<file path="src/rtl/core/etp_pkg.sv">
`timescale 1ns / 1ps
// ----------------------------------------------------------------------------
// etp_pkg: shared types and constants of the escape-time pixel engine
// Q24.40 fixed-point helpers, register indexes, command codes and the
// controller/datapath interface structs.
// ----------------------------------------------------------------------------
package etp_pkg;

  typedef logic signed [63:0] fix_t;

  localparam int PIX_W      = 12;
  localparam int FRAC_BITS  = 40;
  localparam int GRAY_N     = 60;

  localparam fix_t S64_MAX     = {1'b0, {63{1'b1}}};
  localparam fix_t S64_MIN     = {1'b1, {63{1'b0}}};
  localparam fix_t Q_ONE       = 64'sh0000_0100_0000_0000;
  localparam fix_t Q_HALF      = 64'sh0000_0080_0000_0000;
  localparam fix_t Q_QUARTER   = 64'sh0000_0040_0000_0000;
  localparam fix_t Q_MINUS_TWO = 64'shFFFF_FE00_0000_0000;
  localparam fix_t Q_FEIG      = -64'sd1540586214816;

  // register indexes
  localparam logic [2:0] CFG_X_MIN    = 3'd0;
  localparam logic [2:0] CFG_Y_MAX    = 3'd1;
  localparam logic [2:0] CFG_STEP_X   = 3'd2;
  localparam logic [2:0] CFG_STEP_Y   = 3'd3;
  localparam logic [2:0] CFG_MAP_MODE = 3'd4;
  localparam logic [2:0] CFG_FAMILY   = 3'd5;
  localparam logic [2:0] CFG_ITER_MAX = 3'd6;
  localparam logic [2:0] CFG_RADIUS   = 3'd7;

  // reset values
  localparam fix_t        RST_X_MIN  = -64'sd4123168604160;
  localparam fix_t        RST_Y_MAX  = 64'sd1649267441664;
  localparam logic [62:0] RST_STEP_X = 63'd33151104355;
  localparam logic [62:0] RST_STEP_Y = 63'd33318534175;
  localparam logic [15:0] RST_ITER   = 16'd10000;
  localparam logic [62:0] RST_RADIUS = 63'd4398046511104000000;

  // plane transforms
  localparam logic [2:0] MODE_IDENT   = 3'd0;
  localparam logic [2:0] MODE_RECIP   = 3'd1;
  localparam logic [2:0] MODE_QUARTER = 3'd2;
  localparam logic [2:0] MODE_FEIG    = 3'd3;
  localparam logic [2:0] MODE_MTWO    = 3'd4;
  localparam logic [2:0] MODE_ONE     = 3'd5;

  // multiply operations
  localparam logic [3:0] OP_NONE = 4'd0;
  localparam logic [3:0] OP_CX   = 4'd1;
  localparam logic [3:0] OP_CY   = 4'd2;
  localparam logic [3:0] OP_DX   = 4'd3;
  localparam logic [3:0] OP_DY   = 4'd4;
  localparam logic [3:0] OP_UR   = 4'd5;
  localparam logic [3:0] OP_UI   = 4'd6;
  localparam logic [3:0] OP_P    = 4'd7;
  localparam logic [3:0] OP_CZR  = 4'd8;
  localparam logic [3:0] OP_CIZI = 4'd9;
  localparam logic [3:0] OP_CRZI = 4'd10;
  localparam logic [3:0] OP_CIZR = 4'd11;
  localparam logic [3:0] OP_TWR  = 4'd12;
  localparam logic [3:0] OP_TIWI = 4'd13;
  localparam logic [3:0] OP_TRWI = 4'd14;
  localparam logic [3:0] OP_TIWR = 4'd15;

  // datapath actions
  localparam logic [3:0] ACT_NONE       = 4'd0;
  localparam logic [3:0] ACT_LOAD       = 4'd1;
  localparam logic [3:0] ACT_IDENT      = 4'd2;
  localparam logic [3:0] ACT_SET_ZERO   = 4'd3;
  localparam logic [3:0] ACT_NORM_INIT  = 4'd4;
  localparam logic [3:0] ACT_NORM_SHIFT = 4'd5;
  localparam logic [3:0] ACT_RECIP      = 4'd6;
  localparam logic [3:0] ACT_MAP        = 4'd7;
  localparam logic [3:0] ACT_INIT       = 4'd8;
  localparam logic [3:0] ACT_SET_ESC    = 4'd9;
  localparam logic [3:0] ACT_QUPD1      = 4'd10;
  localparam logic [3:0] ACT_QUPD2      = 4'd11;
  localparam logic [3:0] ACT_LMID       = 4'd12;
  localparam logic [3:0] ACT_LUPD       = 4'd13;

  typedef struct packed {
    logic [3:0] act;
    logic [3:0] op;
    logic       mul_go;
    logic       div_go;
    logic       out_load;
  } etp_cmd_t;

  typedef struct packed {
    logic mul_done;
    logic div_done;
    logic recip_mode;
    logic p_zero;
    logic norm_big;
    logic limit;
    logic esc;
    logic family;
  } etp_status_t;

  typedef logic [7:0] gray_lut_t [GRAY_N];

  function automatic gray_lut_t gray_lut_build();
    gray_lut_t t;
    for (int i = 0; i < GRAY_N; i++) begin
      t[i] = 8'(255 - (i * 255 + 59) / 60);
    end
    return t;
  endfunction

  localparam gray_lut_t GRAY_LUT = gray_lut_build();

  function automatic logic [63:0] mag64(fix_t a);
    logic [63:0] u;
    u = a;
    return a[63] ? (~u + 64'd1) : u;
  endfunction

  function automatic fix_t sat_add(fix_t a, fix_t b);
    logic [64:0] s;
    s = {a[63], a} + {b[63], b};
    if (s[64] != s[63]) return s[64] ? S64_MIN : S64_MAX;
    return s[63:0];
  endfunction

  function automatic fix_t sat_sub(fix_t a, fix_t b);
    logic [64:0] s;
    s = {a[63], a} - {b[63], b};
    if (s[64] != s[63]) return s[64] ? S64_MIN : S64_MAX;
    return s[63:0];
  endfunction

  function automatic fix_t sat_neg(fix_t a);
    return (a == S64_MIN) ? S64_MAX : -a;
  endfunction

  function automatic fix_t from_mag(logic [63:0] m, logic neg);
    if (!neg) return m[63] ? S64_MAX : m;
    if (m[63]) return S64_MIN;
    return ~m + 64'd1;
  endfunction

  // product of magnitudes, shifted down by the fraction and saturated
  function automatic fix_t fmul_res(logic [127:0] p, logic neg);
    if (p[127:104] != '0) return neg ? S64_MIN : S64_MAX;
    return from_mag(p[103:40], neg);
  endfunction

  function automatic logic [63:0] usq_res(logic [127:0] p);
    if (p[127:104] != '0) return '1;
    return p[103:40];
  endfunction

  // base +/- idx*step on the offset-binary view of base
  function automatic fix_t coord_res(fix_t base, logic [127:0] p, logic add);
    logic [63:0] b;
    logic [64:0] s;
    b = base ^ S64_MIN;
    if (add) begin
      s = {1'b0, b} + {1'b0, p[63:0]};
      if (p[127:64] != '0 || s[64]) return S64_MAX;
    end else begin
      if (p[127:64] != '0 || p[63:0] > b) return S64_MIN;
      s = {1'b0, b} - {1'b0, p[63:0]};
    end
    return s[63:0] ^ S64_MIN;
  endfunction

endpackage

</file>
<file path="src/rtl/core/etp_ctrl.sv">
`timescale 1ns / 1ps
// ----------------------------------------------------------------------------
// etp_ctrl: escape-time sequencer
// Walks one pixel through mapping, reciprocal and orbit iteration, issuing
// multiplier and divider runs, and owns both handshakes.
// ----------------------------------------------------------------------------
module etp_ctrl
  import etp_pkg::*;
(
  input  logic        clk,
  input  logic        rst_n,
  input  logic        in_valid,
  output logic        in_ready,
  output logic        out_valid,
  input  logic        out_ready,
  input  etp_status_t status,
  output etp_cmd_t    cmd
);

  localparam logic [4:0] S_IDLE  = 5'd0;
  localparam logic [4:0] S_CX    = 5'd1;
  localparam logic [4:0] S_CY    = 5'd2;
  localparam logic [4:0] S_CHKZ  = 5'd3;
  localparam logic [4:0] S_NORM  = 5'd4;
  localparam logic [4:0] S_DX    = 5'd5;
  localparam logic [4:0] S_DY    = 5'd6;
  localparam logic [4:0] S_DIV   = 5'd7;
  localparam logic [4:0] S_RECIP = 5'd8;
  localparam logic [4:0] S_MAP   = 5'd9;
  localparam logic [4:0] S_INIT  = 5'd10;
  localparam logic [4:0] S_CHK   = 5'd11;
  localparam logic [4:0] S_UR    = 5'd12;
  localparam logic [4:0] S_UI    = 5'd13;
  localparam logic [4:0] S_ESC   = 5'd14;
  localparam logic [4:0] S_P     = 5'd15;
  localparam logic [4:0] S_Q1    = 5'd16;
  localparam logic [4:0] S_Q2    = 5'd17;
  localparam logic [4:0] S_L1    = 5'd18;
  localparam logic [4:0] S_L2    = 5'd19;
  localparam logic [4:0] S_L3    = 5'd20;
  localparam logic [4:0] S_L4    = 5'd21;
  localparam logic [4:0] S_L5    = 5'd22;
  localparam logic [4:0] S_L6    = 5'd23;
  localparam logic [4:0] S_L7    = 5'd24;
  localparam logic [4:0] S_L8    = 5'd25;
  localparam logic [4:0] S_L9    = 5'd26;
  localparam logic [4:0] S_L10   = 5'd27;
  localparam logic [4:0] S_DONE  = 5'd28;

  logic [4:0] state_r, state_nxt, tgt;
  logic       busy_r, busy_nxt, out_valid_r, out_valid_nxt;
  logic       is_mul, is_div;

  always_comb begin
    cmd           = '0;
    state_nxt     = state_r;
    busy_nxt      = busy_r;
    out_valid_nxt = out_valid_r && !out_ready;
    in_ready      = 1'b0;
    is_mul        = 1'b0;
    is_div        = 1'b0;
    tgt           = state_r;
    case (state_r)
      S_IDLE: begin
        in_ready = 1'b1;
        if (in_valid) begin
          cmd.act   = ACT_LOAD;
          state_nxt = S_CX;
        end
      end
      S_CX: begin is_mul = 1'b1; cmd.op = OP_CX; tgt = S_CY; end
      S_CY: begin is_mul = 1'b1; cmd.op = OP_CY; tgt = S_CHKZ; end
      S_CHKZ: begin
        if (!status.recip_mode) begin
          cmd.act   = ACT_IDENT;
          state_nxt = S_INIT;
        end else if (status.p_zero) begin
          cmd.act   = ACT_SET_ZERO;
          state_nxt = S_DONE;
        end else begin
          cmd.act   = ACT_NORM_INIT;
          state_nxt = S_NORM;
        end
      end
      S_NORM: begin
        // bring both magnitudes under 31 bits
        if (status.norm_big) cmd.act = ACT_NORM_SHIFT;
        else state_nxt = S_DX;
      end
      S_DX:  begin is_mul = 1'b1; cmd.op = OP_DX; tgt = S_DY; end
      S_DY:  begin is_mul = 1'b1; cmd.op = OP_DY; tgt = S_DIV; end
      S_DIV: begin is_div = 1'b1; tgt = S_RECIP; end
      S_RECIP: begin cmd.act = ACT_RECIP; state_nxt = S_MAP; end
      S_MAP:   begin cmd.act = ACT_MAP; state_nxt = S_INIT; end
      S_INIT:  begin cmd.act = ACT_INIT; state_nxt = S_CHK; end
      S_CHK:   state_nxt = status.limit ? S_DONE : S_UR;
      S_UR:  begin is_mul = 1'b1; cmd.op = OP_UR; tgt = S_UI; end
      S_UI:  begin is_mul = 1'b1; cmd.op = OP_UI; tgt = S_ESC; end
      S_ESC: begin
        if (status.esc) begin
          cmd.act   = ACT_SET_ESC;
          state_nxt = S_DONE;
        end else begin
          state_nxt = status.family ? S_L1 : S_P;
        end
      end
      S_P:   begin is_mul = 1'b1; cmd.op = OP_P; tgt = S_Q1; end
      S_Q1:  begin cmd.act = ACT_QUPD1; state_nxt = S_Q2; end
      S_Q2:  begin cmd.act = ACT_QUPD2; state_nxt = S_CHK; end
      S_L1:  begin is_mul = 1'b1; cmd.op = OP_CZR;  tgt = S_L2; end
      S_L2:  begin is_mul = 1'b1; cmd.op = OP_CIZI; tgt = S_L3; end
      S_L3:  begin is_mul = 1'b1; cmd.op = OP_CRZI; tgt = S_L4; end
      S_L4:  begin is_mul = 1'b1; cmd.op = OP_CIZR; tgt = S_L5; end
      S_L5:  begin cmd.act = ACT_LMID; state_nxt = S_L6; end
      S_L6:  begin is_mul = 1'b1; cmd.op = OP_TWR;  tgt = S_L7; end
      S_L7:  begin is_mul = 1'b1; cmd.op = OP_TIWI; tgt = S_L8; end
      S_L8:  begin is_mul = 1'b1; cmd.op = OP_TRWI; tgt = S_L9; end
      S_L9:  begin is_mul = 1'b1; cmd.op = OP_TIWR; tgt = S_L10; end
      S_L10: begin cmd.act = ACT_LUPD; state_nxt = S_CHK; end
      S_DONE: begin
        if (!out_valid_r || out_ready) begin
          cmd.out_load  = 1'b1;
          out_valid_nxt = 1'b1;
          state_nxt     = S_IDLE;
        end
      end
      default: state_nxt = S_IDLE;
    endcase

    // launch a unit once per state, move on when it reports done
    if (is_mul) begin
      if (!busy_r) begin
        cmd.mul_go = 1'b1;
        busy_nxt   = 1'b1;
      end else if (status.mul_done) begin
        busy_nxt  = 1'b0;
        state_nxt = tgt;
      end
    end
    if (is_div) begin
      if (!busy_r) begin
        cmd.div_go = 1'b1;
        busy_nxt   = 1'b1;
      end else if (status.div_done) begin
        busy_nxt  = 1'b0;
        state_nxt = tgt;
      end
    end
  end

  always_ff @(posedge clk) begin
    if (!rst_n) begin
      state_r     <= S_IDLE;
      busy_r      <= 1'b0;
      out_valid_r <= 1'b0;
    end else begin
      state_r     <= state_nxt;
      busy_r      <= busy_nxt;
      out_valid_r <= out_valid_nxt;
    end
  end

  assign out_valid = out_valid_r;

endmodule

</file>
<file path="config.mk">
export PLATFORM = sky130hd
export DESIGN_NAME = etp_ctrl
export DESIGN_NICKNAME = d
export VERILOG_FILES = /design/src/rtl/core/etp_pkg.sv /design/src/rtl/core/etp_ctrl.sv
export SDC_FILE = /design/constraint.sdc
export NUM_CORES = 1
export LEC_CHECK = 0
export BUFFER_PORTS_ARGS = -buffer_cell sky130_fd_sc_hd__buf_2
export CAP_MARGIN = 20
export CORE_ASPECT_RATIO = 1.5
export CORE_MARGIN = 2
export CORE_UTILIZATION = 40
export CTS_BUF_LIST = sky130_fd_sc_hd__clkbuf_16
export DETAILED_ROUTE_END_ITERATION = 16
export GPL_ROUTABILITY_DRIVEN = 0
export MAX_ROUTING_LAYER = met4
export SYNTH_ARGS = -nofsm -noshare
export SYNTH_HDL_FRONTEND = slang
export SYNTH_SLANG_ARGS = --single-unit
export TNS_END_PERCENT = 5
</file>
<file path="constraint.sdc">
create_clock -name clk -period 1.7 [get_ports clk]
set_input_delay 0.17 -clock clk [delete_from_list [all_inputs] [get_ports clk]]
set_output_delay 0.17 -clock clk [all_outputs]
set_load 0.03 [all_outputs]
</file>
* Word level (Yosys, flattened, before mapping)
Index checks and enable logic that the tools add are counted.
Storage, ports and cells: register bits after elaboration 7, input bits 12, output and inout port bits 13, logic and storage cells 78
Operators by class: equality and inequality tests 28, muxes and demuxes 39, reduce and logical (&&, ||, !) cells 8
Operators with widths (number):
- one-hot mux 5 bit (16 select lines) | 1
- two-way mux 5 bit | 14
- equality test 5 bit (second input constant) | 13
- one-hot mux 4 bit (15 select lines) | 1
- one-hot mux 5 bit (12 select lines) | 1
- one-hot mux 4 bit (11 select lines) | 1
- equality test 5 x 4 -> 1 bit (second input constant) | 8
- equality test 5 x 3 -> 1 bit (second input constant) | 4
- two-way mux 1 bit | 17
- OR reduction 16 bit | 1
- OR reduction 15 bit | 1
- equality test 5 x 2 -> 1 bit (second input constant) | 2
- two-way mux 3 bit | 3
- equality test 5 x 1 -> 1 bit (second input constant) | 1
- logical NOT 5 bit | 1
- two-way mux 4 bit | 1
- OR reduction 3 bit | 1
- logical NOT 1 bit | 2
- logical AND 1 bit | 1
- logical OR 1 bit | 1

* Logic depth before layout (Yosys ltp)
Gate-level depths: netlist of run 1.
word-level depth 10, depth in mapped cells 8, mapped depth without buffers 5

* Least setup slack after synthesis of run 1
OpenSTA, ideal clock, no wires.
path kind reg2out, start reg state_r[0], end out cmd[10] (netlist name), arrival time 1946 ps, required time 1530 ps, slack -416 ps, stages on the path, launching flop included 7, path buffers 3, cell sequence dfxtp_1 -> buf_6 -> clkbuf_1 -> clkbuf_1 -> mux2i_1 -> a21oi_1 -> o21ai_0
RTL lines:
- start, declared | line etp_ctrl.sv:50 | logic [4:0] state_r, state_nxt, tgt;
- start signal, assigned | line etp_ctrl.sv:157 | state_r <= state_nxt;
- end, declared | line etp_ctrl.sv:17 | output etp_cmd_t cmd

==> reports/metrics.csv, run 1 <==
stage,metric,value,unit
placed_design,placed_area,0.00160,sq mm
cells_and_area,syn_to_final_growth,68.2,%
die,start_util,0.409,
yosys,synth_edf_count,0,
power,sequentialPowerShare,0.103,
die,io_pins,25,
job,cap_violations,0,
clock_network,h-tree-depth,1,
setup_path,path_buf_inv,3,
timing,rsz0062_at_grt,true,
yosys,avgSynthCellArea,6.70,sq um
power,p_sw_frac,0.468,
yosys,synth_seq_area_share,0.120,
drt,vias_per_cell,6.22,
drt,antenna_left,0,
setup_path,cp_top_family,buffers and inverters,
clock_network,clockBufferDepth,2,
cells_and_area,mostFrequentLayoutCell,buf_4,
drt,num_vias,1728,
drt,drtIter0Drc,103,
timing,fin_crit,1830,ps
power,switching_power,0.00136,W
drt,drc_errors,0,
grt,grt_pass1_wl,8130,microns
yosys,synth.distinct_cells,45,
drt,dr.pass1.iters,5,
worst_hold_path,min_path_cells,2,
cells_and_area,final_cell_mix,"buf_4, a21oi_1, buf_2, nand2_1, buf_6",
setup_path,crit_path_top_delay_cell,dfxtp_4,
setup_path,arrival,1660,ps
clock_network,clock-sinks,7,
grt,antenna_found_initial,0,
drt,routed_wl,5120,microns
setup_path,cp-startpoint,state_r[3]$_SDFF_PN0_,
die,dieHeight,70.1,microns
grt,grt_max_degree,17,
power,p_per_area,1480,mW/mm^2
power,leakage,0.791,nW
power,intPower,0.00154,W
die,die-area,0.00337,sq mm
setup_path,crit_chain,"buf_8, and2b_2, buf_6, nor3_2, a311oi_1, a21oi_1, buf_4",
yosys,syn_inst,174,
die,num_rows,24,
worst_hold_path,holdCritStartpoint,rst_n,
yosys,async_reset_ff_frac,0,
timing,maxSlewHeadroom,0.755,
setup_path,criticalPathCategory,reg2out,
clock_network,root_buffer,clkbuf_16,
clock_network,cts_tree,done,
worst_hold_path,hp-class,in2reg,
power,peakVddDrop,1.10,mV
placed_design,dp_hpwl,3400,microns
grt,track_usage,0.338,
cells_and_area,n_antenna_cell,0,
placed_design,portBuffers,24,
yosys,syn-cell-area,0.00117,sq mm
timing,fin_crit_sh,1.08,
setup_path,start_kind,flip-flop,
timing,clock.fmax,546,MHz
yosys,syn-num-nets,186,
timing,hold_violations,0,
grt,grt_pass1_vias,1732,
power,p_clk_frac,0.142,
setup_path,cp_data_required_time,1530,ps
timing,finClkSkew,5.23,ps
drt,routedWlPerCell,18.4,microns
timing,slew_viol_final,0,
setup_path,worstPathMaxFanout,7,
yosys,synth_ff_type,dfxtp_1,
power,pwr-share-comb,0.755,
setup_path,cp_num_cells,7,
cells_and_area,nNetsFinal,252,
cells_and_area,drive_above_1_share,0.477,
timing,setup_ws,-133,ps
cells_and_area,post-route-util,0.688,
clock_network,cts_hold_buf,0,
die,core_area,0.00285,sq mm
setup_path,worstReg2RegStart,state_r[3]$_SDFF_PN0_,
yosys,synth-seq-cells,7,
die,die-width,48.1,microns
setup_path,reg2regPathDepth,9,
run_status,status,"finished, violations left",
clock_network,path_clk_slew,40,ps
timing,worstMarginPinSlew,367,ps
clock_network,clock_latency,240,ps
grt,grt-ovfl-total,0,
timing,setup_violations,7,
setup_path,cp-end-kind,output port,
run_status,violations,setup timing,
yosys,yosysWarningCount,0,
cells_and_area,final_area,0.00196,sq mm
setup_path,crit_path_max_incr_delay,390,ps
clock_network,numCtsBuffers,3,
## layer usage
metal  routed length, microns  GRT usage  share of wire  vias to the layer above
met5                        0          -              0                        -
met2                     2650      0.539           0.52                       86
met4                      306      0.192          0.060                        0
met3                      291     0.0517          0.057                       31
li1                         -          -              -                      790
met1                     1870      0.377           0.37                      821
## per-stage QoR
step / hold WS [ps] / TNS [ps] / total power, W / worst slack (ps) / cells
floorplan: 303 / -915 / 0.00138 / -204 / 174
global placement: 448 / -224 / 0.00205 / -58.7 / 266
detailed placement: 449 / -500 / 0.00207 / -104 / 266
CTS: 207 / -289 / 0.00276 / -89.5 / 278
global route: 218 / -1140 / 0.00302 / -182 / 278
finish: 204 / -520 / 0.00290 / -133 / 278
## cell usage after synthesis, drive strengths merged (2+ instances only)
cell | n | area [sq um]
or3 | 2 | 12.5
buf | 12 | 77.6
a22oi | 2 | 20.0
nor4 | 4 | 25.0
nor3 | 8 | 45.0
nand2 | 13 | 48.8
nor4bb | 3 | 30.0
nor2b | 2 | 12.5
a311oi | 5 | 43.8
nand4 | 4 | 25.0
o211a | 2 | 20.0
o21ai | 18 | 90.1
a31oi | 3 | 18.8
a21oi | 17 | 88.8
nand2b | 13 | 81.3
and2 | 4 | 25.0
clkbuf | 6 | 22.5
o22ai | 4 | 25.0
o32ai | 3 | 26.3
dfxtp | 7 | 140
o21a | 3 | 22.5
mux2i | 3 | 30.0
inv | 6 | 22.5
xnor2 | 2 | 17.5
o32a | 3 | 30.0
a41oi | 3 | 33.8
nor2 | 11 | 41.3
## timing repair
item                                    4_1_cts  5_1_grt
gates cloned                                  1        0
resized for setup                            51       11
pin swaps                                     6        8
endpoints found under the setup margin       15       14
setup buffers                                 7        0
## worst reg2reg max path: cells and delay by family, from the launching register on
family | cells | cell delay [ps]
buffers and inverters | 5 | 580
AO/OA/AOI/OAI | 3 | 540
AND/OR/NAND/NOR | 1 | 130
flip-flops | 1 | 390
## power by group through the flow
stage                     Combinational [W]  Clock (W)  Sequential, W
after floorplan                     0.00115          0       0.000230
after detailed placement            0.00180          0       0.000270
after CTS                           0.00205   0.000412       0.000290
after global placement              0.00179          0       0.000264
after global routing                0.00230   0.000423       0.000304
final                               0.00219   0.000413       0.000298
## cells by family (layout without fill, tap and decap cells)
| logic type | Yosys count | after routing | synth area share |
|---|---|---|---|
| flops | 7 | 7 | 0.120 |
| xor+xnor | 3 | 3 | 0.0225 |
| mux | 4 | 4 | 0.0354 |
| buf+inv | 24 | 89 | 0.105 |
| compound gates | 69 | 69 | 0.403 |
| simple gates | 67 | 67 | 0.313 |
## area by class of cell
type                    instances  area, sq um
well taps                      39         48.8
multi-input cells             143         1010
repair buffers                 79          648
clock buffers                   3         75.1
clock inverters                 1         3.75
fillers                       235          891
flip-flops and latches          7          156
inverters                       6         22.5
## state kept, by name, summed over array words and instances (netlist names)
register	flops
out_valid	1
busy_r	1
state_r	5
## worst paths after layout
path                      endpoint  slack, ps
max                         cmd[4]       -130
min              busy_r$_SDFF_PN0_        200
max reg2reg  state_r[3]$_SDFF_PN0_        -50
min reg2reg   out_valid$_SDFF_PN0_        560
(Power assumes the default switching activity.)
==> run 2: changes to the inputs <==
--- a/config.mk
+++ b/config.mk
@@ -6,14 +6,15 @@
 export NUM_CORES = 1
 export LEC_CHECK = 0
 export BUFFER_PORTS_ARGS = -buffer_cell sky130_fd_sc_hd__buf_2
-export CAP_MARGIN = 20
 export CORE_ASPECT_RATIO = 1.5
 export CORE_MARGIN = 2
-export CORE_UTILIZATION = 40
+export CORE_UTILIZATION = 49
 export CTS_BUF_LIST = sky130_fd_sc_hd__clkbuf_16
 export DETAILED_ROUTE_END_ITERATION = 16
 export GPL_ROUTABILITY_DRIVEN = 0
 export MAX_ROUTING_LAYER = met4
+export PLACE_DENSITY = 0.76
+export REMOVE_ABC_BUFFERS = 1
 export SYNTH_ARGS = -nofsm -noshare
 export SYNTH_HDL_FRONTEND = slang
 export SYNTH_SLANG_ARGS = --single-unit
==> run 2 against run 1 <==
The run still ends with setup timing left. Flip-flop and latch count stayed put. Routed wire length is 20% higher. Largest power group unchanged. Largest cell class unchanged. Via count is 11% higher.
==> reports/metrics.csv, run 2 (synthesis results as in run 1) <==
stage,metric,value,unit,change
placed_design,portBuffers,24,,unchanged
job,cap_violations,0,,unchanged
setup_path,worstReg2RegStart,state_r[3]$_SDFF_PN0_,,
setup_path,worstPathMaxFanout,12,,+5
timing,setup_violations,13,,+6
cells_and_area,top_register,state_r,,
setup_path,criticalPathCategory,reg2reg,,
drt,vias_per_cell,7.34,,+18%
timing,fin_crit,1940,ps,+107 ps
setup_path,cp-startpoint,state_r[3]$_SDFF_PN0_,,
grt,grt_pass1_vias,1698,,-2.0%
timing,hold_violations,0,,unchanged
clock_network,clock-sinks,7,,unchanged
timing,whs,227,ps,+23.1 ps
grt,grt-ovfl-total,0,,unchanged
cells_and_area,n_antenna_cell,0,,unchanged
cells_and_area,largest_reg_flops,5,,unchanged
cells_and_area,drive_above_1_share,0.506,,+0.0293
die,io_pins,25,,unchanged
clock_network,root_buffer,clkbuf_16,,
setup_path,start_kind,flip-flop,,
clock_network,h-tree-depth,1,,unchanged
clock_network,path_clk_slew,40,ps,about the same
timing,slew_viol_final,0,,unchanged
drt,routed_wl,6130,microns,+20%
die,start_util,0.522,,+0.113
grt,grt_max_degree,15,,-2
setup_path,reg2regPathDepth,6,,-3
clock_network,numCtsBuffers,3,,unchanged
setup_path,cp-end-kind,flip-flop,,
die,die-width,43.8,microns,-8.8%
placed_design,dp_hpwl,3300,microns,-3.1%
timing,setup_ws,-240,ps,-107 ps
setup_path,worstReg2RegEnd,state_r[4]$_SDFF_PN0_,,
timing,fin_crit_sh,1.14,,+0.0629
power,p_per_area,1520,mW/mm^2,+2.8%
grt,antenna_found_initial,0,,unchanged
cells_and_area,mostFrequentLayoutCell,buf_4,,
die,core_area,0.00223,sq mm,-22%
setup_path,arrival,2050,ps,+390 ps
setup_path,r2r_slack,-240,ps,-190 ps
power,peakVddDrop,0.926,mV,-16%
drt,drtIter0Drc,187,,+82%
timing,finClkSkew,2.35,ps,-2.87 ps
drt,num_vias,1924,,+11%
clock_network,cts_tree,done,,
drt,drc_errors,0,,unchanged
power,leakage,0.808,nW,+2.1%
timing,clock.fmax,516,MHz,-5.5%
drt,antenna_left,0,,unchanged
timing,worstMarginPinSlew,507,ps,+141 ps
timing,rsz0062_at_grt,true,,
cells_and_area,post-route-util,0.884,,+0.196
cells_and_area,nNetsFinal,252,,unchanged
timing,setup_tns,-1550,ps,-1030 ps
grt,track_usage,0.393,,+0.0541
setup_path,endpoint,state_r[4]$_SDFF_PN0_,,
die,dieHeight,63.7,microns,-9.1%
clock_network,cts_hold_buf,0,,unchanged
drt,routedWlPerCell,23.4,microns,+27%
setup_path,cp_data_required_time,1810,ps,+280 ps
worst_hold_path,hp-class,in2reg,,
timing,maxSlewHeadroom,0.659,,-0.0961
cells_and_area,syn_to_final_growth,69.3,%,
grt,grt_pass1_wl,8070,microns,-0.76%
die,die-area,0.00279,sq mm,-17%
clock_network,clock_latency,240,ps,about the same
drt,dr.pass1.iters,6,,+1
clock_network,clockBufferDepth,2,,unchanged
cells_and_area,final_cell_mix,"buf_4, a21oi_1, buf_2, nand2_1",,
run_status,violations,setup timing,,
die,num_rows,21,,-13%
run_status,status,"finished, violations left",,
run 2: final cells by class:
class,instances,area [sq um]
timing repair buffer,79,646
clock inverter,1,3.75
multi-input combinational,143,1040
inverter,6,22.5
tap,23,28.8
fill,101,259
clock buffer,3,75.1
sequential,7,154
run 2: worst max-delay path, cell delays in order (launching register included):
cell	delay [ps]
dfxtp_4	370
buf_12	150
buf_4	150
buf_4	150
nor4_1	470
nor4_1	150
a311oi_1	370
run 2: worst min path at each step:
stage	from	to	slack [ps]	depth (start not counted)
5_1_grt	rst_n	busy_r$_SDFF_PN0_	230	2
3_5_place_dp	rst_n	busy_r$_SDFF_PN0_	460	2
2_1_floorplan	rst_n	busy_r$_SDFF_PN0_	300	1
6_report	rst_n	busy_r$_SDFF_PN0_	230	2
3_3_place_gp	rst_n	state_r[0]$_SDFF_PN0_	460	3
4_1_cts	rst_n	busy_r$_SDFF_PN0_	220	2
run 2: timing repair:
item,in CTS,in global routing
pin swaps,9,4
buffers inserted,6,2
gates cloned,0,1
resized for setup,44,30
setup endpoints to repair,17,16
run 2: routing by layer:
| layer | wire length [microns] | up-vias | global-route usage |
|---|---|---|---|
| met3 | 708 | 77 | 0.102 |
| met5 | 0 | - | - |
| met4 | 594 | 0 | 0.254 |
| met1 | 2000 | 850 | 0.408 |
| met2 | 2830 | 204 | 0.632 |
| li1 | - | 793 | - |
run 2: power by group:
part / switching, W / internal, W
clock: 0.0000966 / 0.000307
sequential: 0.000101 / 0.000220
combinational: 0.00127 / 0.00101
total: 0.00147 / 0.00153
run 2: metrics by stage:
| step | total power (W) | setup WS [ps] | cells | instance area, sq um |
|---|---|---|---|---|
| finish | 0.00300 | -240 | 262 | 1970 |
| global route | 0.00309 | -489 | 262 | 1970 |
| CTS | 0.00264 | -80.0 | 259 | 1840 |
| detailed placement | 0.00202 | -131 | 249 | 1570 |
| global placement | 0.00197 | -48.8 | 249 | 1570 |
| floorplan | 0.00127 | -568 | 156 | 1070 |
==> run 3: changes to the inputs <==
--- a/config.mk
+++ b/config.mk
@@ -7,14 +7,14 @@
 export LEC_CHECK = 0
 export BUFFER_PORTS_ARGS = -buffer_cell sky130_fd_sc_hd__buf_2
 export CORE_ASPECT_RATIO = 1.5
-export CORE_MARGIN = 2
-export CORE_UTILIZATION = 49
+export CORE_UTILIZATION = 54
 export CTS_BUF_LIST = sky130_fd_sc_hd__clkbuf_16
 export DETAILED_ROUTE_END_ITERATION = 16
 export GPL_ROUTABILITY_DRIVEN = 0
 export MAX_ROUTING_LAYER = met4
-export PLACE_DENSITY = 0.76
+export PLACE_DENSITY = 0.79
 export REMOVE_ABC_BUFFERS = 1
+export SLEW_MARGIN = 20
 export SYNTH_ARGS = -nofsm -noshare
 export SYNTH_HDL_FRONTEND = slang
 export SYNTH_SLANG_ARGS = --single-unit
==> constraint.sdc (replaced) <==
create_clock -name clk -period 2 [get_ports clk]
set_input_delay 0.2 -clock clk [delete_from_list [all_inputs] [get_ports clk]]
set_output_delay 0.2 -clock clk [all_outputs]
set_load 0.03 [all_outputs]
==> run 3 against run 2 <==
The run now ends clean. Cell count is 13% lower. Combinational power is 43% lower. Clock power decreased by 13%. Power is 34% lower. First-iteration DRC count shrank 61%. Via count is 21% lower. Hold slack gained 13 ps. Critical path depth down 1. Largest cell class unchanged. Largest power group unchanged.
==> reports/metrics.csv, run 3 (synthesis results as in run 1) <==
stage,metric,value,unit,change
power,intPower,0.000985,W,-36%
setup_path,arrival,1730,ps,-320 ps
grt,antenna_found_initial,0,,unchanged
grt,grt_max_degree,21,,+6
timing,hold_violations,0,,unchanged
drt,drtIter0Drc,72,,-61%
drt,antenna_left,0,,unchanged
die,dieHeight,58.9,microns,-7.6%
die,die-area,0.00235,sq mm,-16%
cells_and_area,n_fill_cell,172,,+70%
die,core_area,0.00203,sq mm,-9.2%
grt,grt_pass1_wl,6130,microns,-24%
die,start_util,0.575,,+0.0532
drt,dr.pass1.iters,4,,-2
clock_network,clock_latency,240,ps,about the same
run_status,status,"complete, no violations",,
grt,grt-ovfl-total,0,,unchanged
clock_network,post_cts_buffers,0,,-6
cells_and_area,n_antenna_cell,0,,unchanged
grt,track_usage,0.382,,-0.0109
cells_and_area,syn_to_final_growth,29.4,%,
power,leakage,0.586,nW,-27%
clock_network,clockBufferDepth,2,,unchanged
worst_hold_path,hp-class,in2reg,,
setup_path,criticalPathCategory,reg2out,,
power,p_clk_frac,0.179,,+0.045
timing,slew_viol_final,0,,unchanged
placed_design,dp_cells,223,,-10%
clock_network,numCtsBuffers,3,,unchanged
cells_and_area,multiInputGateArea,933,sq um,-11%
cells_and_area,drive_above_1_share,0.298,,-0.209
timing,worstMarginPinSlew,365,ps,-142 ps
cells_and_area,mostFrequentLayoutCell,buf_2,,
timing,setup_tns,0,ps,+1550 ps
power,switching_power,0.000980,W,-33%
cells_and_area,top_register,state_r,,
clock_network,root_buffer,clkbuf_16,,
cells_and_area,largest_reg_flops,5,,unchanged
drt,num_vias,1526,,-21%
power,p_sw_frac,0.499,,+0.00947
power,p_per_area,1300,mW/mm^2,-14%
setup_path,crit_chain,"buf_4, and2_1, a21oi_1, o32ai_1, buf_2",,
timing,maxSlewHeadroom,0.754,,+0.0957
drt,drc_errors,0,,unchanged
setup_path,worstPathMaxFanout,17,,+5
clock_network,clock-sinks,7,,unchanged
drt,vias_per_cell,6.72,,-8.5%
setup_path,crit_path_max_incr_delay,460,ps,about the same
setup_path,cp_data_required_time,1800,ps,about the same
placed_design,portBuffers,24,,unchanged
power,pwr-share-comb,0.668,,-0.091
timing,clock.fmax,517,MHz,
power,peakVddDrop,0.734,mV,-21%
placed_design,dp_hpwl,2840,microns,-14%
setup_path,cp-end-kind,output port,,
timing,setup_violations,0,,-13
cells_and_area,nNetsFinal,218,,-13%
drt,routed_wl,3910,microns,-36%
die,num_rows,20,,-4.8%
cells_and_area,final_cell_mix,"buf_2, buf_4, a21oi_1, o21ai_0",,
clock_network,path_clk_slew,40,ps,about the same
clock_network,cts_tree,done,,
setup_path,crit_path_top_delay_cell,dfxtp_2,,
job,cap_violations,0,,unchanged
clock_network,h-tree-depth,1,,unchanged
cells_and_area,finalNonFillerCells,227,,-13%
cells_and_area,seqCellArea,148,sq um,-4.1%
setup_path,start_kind,flip-flop,,
timing,fin_crit,1930,ps,
timing,fin_crit_sh,0.966,,
grt,grt_pass1_vias,1381,,-19%
timing,finClkSkew,2.88,ps,+0.527 ps
die,die-width,39.9,microns,-8.9%
power,sequentialPowerShare,0.153,,+0.046
die,io_pins,25,,unchanged
drt,routedWlPerCell,17.2,microns,-26%
run 3: cell types whose count changed in the layout (fill, tap and decap cells not counted), sizes merged:
| cell | before | now |
|---|---|---|
| buf | 78 | 45 |
| clkbuf | 4 | 3 |
run 3: critical path, delay by kind of cell (launching register included):
family                 cells  cell delay [ps]
AND/OR/NAND/NOR            1              180
flip-flops                 1              460
AO/OA/AOI/OAI              2              350
buffers and inverters      2              500
run 3: metrics by stage:
stage | hold slack, ps | setup WS, ps | total power, W | utilization | area (sq um)
global placement | 483 | 89.9 | 0.00151 | 0.683 | 1380
detailed placement | 484 | 35.6 | 0.00153 | 0.683 | 1380
CTS | 240 | 9.66 | 0.00190 | 0.730 | 1480
floorplan | 333 | -268 | 0.00108 | - | 1070
global route | 263 | -15.0 | 0.00208 | 0.744 | 1510
finish | 240 | 67.6 | 0.00197 | 0.744 | 1510
run 3: power groups by stage:
| stage | Clock [W] | Combinational, W | Sequential, W |
|---|---|---|---|
| after floorplan | 0 | 0.000757 | 0.000321 |
| after global placement | 0 | 0.00123 | 0.000276 |
| after detailed placement | 0 | 0.00125 | 0.000279 |
| after CTS | 0.000351 | 0.00127 | 0.000288 |
| after global routing | 0.000356 | 0.00142 | 0.000305 |
| final | 0.000352 | 0.00131 | 0.000300 |
run 3: layout make-up:
cell class,count,share of cell area
Multi-Input combinational cell,143,0.619
Timing Repair Buffer,45,0.198
Clock buffer,3,0.0498
Tap cell,22,0.0182
Clock inverter,1,0.00249
Inverter,6,0.0149
Sequential cell,7,0.0978
run 3: final timing paths:
| path | endpoint | cells after the start | from | slack [ps] |
|---|---|---|---|---|
| max reg2reg | state_r[4]$_SDFF_PN0_ | 6 | state_r[3]$_SDFF_PN0_ | 120 |
| min | state_r[0]$_SDFF_PN0_ | 3 | rst_n | 240 |
| min reg2reg | out_valid$_SDFF_PN0_ | 2 | out_valid$_SDFF_PN0_ | 570 |
| max | cmd[9] | 5 | state_r[1]$_SDFF_PN0_ | 70 |
run 3: timing repair:
item	4_1_cts	5_1_grt
resized for setup	6	8
setup endpoints to repair	5	2
hold buffers	0	0
run 3: layer usage:
layer | GRT usage | vias to the layer above | routed length [microns]
met1 | 0.457 | 688 | 1460
met4 | 0.256 | 0 | 155
met5 | - | - | 0
met3 | 0.0453 | 16 | 371
met2 | 0.571 | 101 | 1930
li1 | - | 721 | -
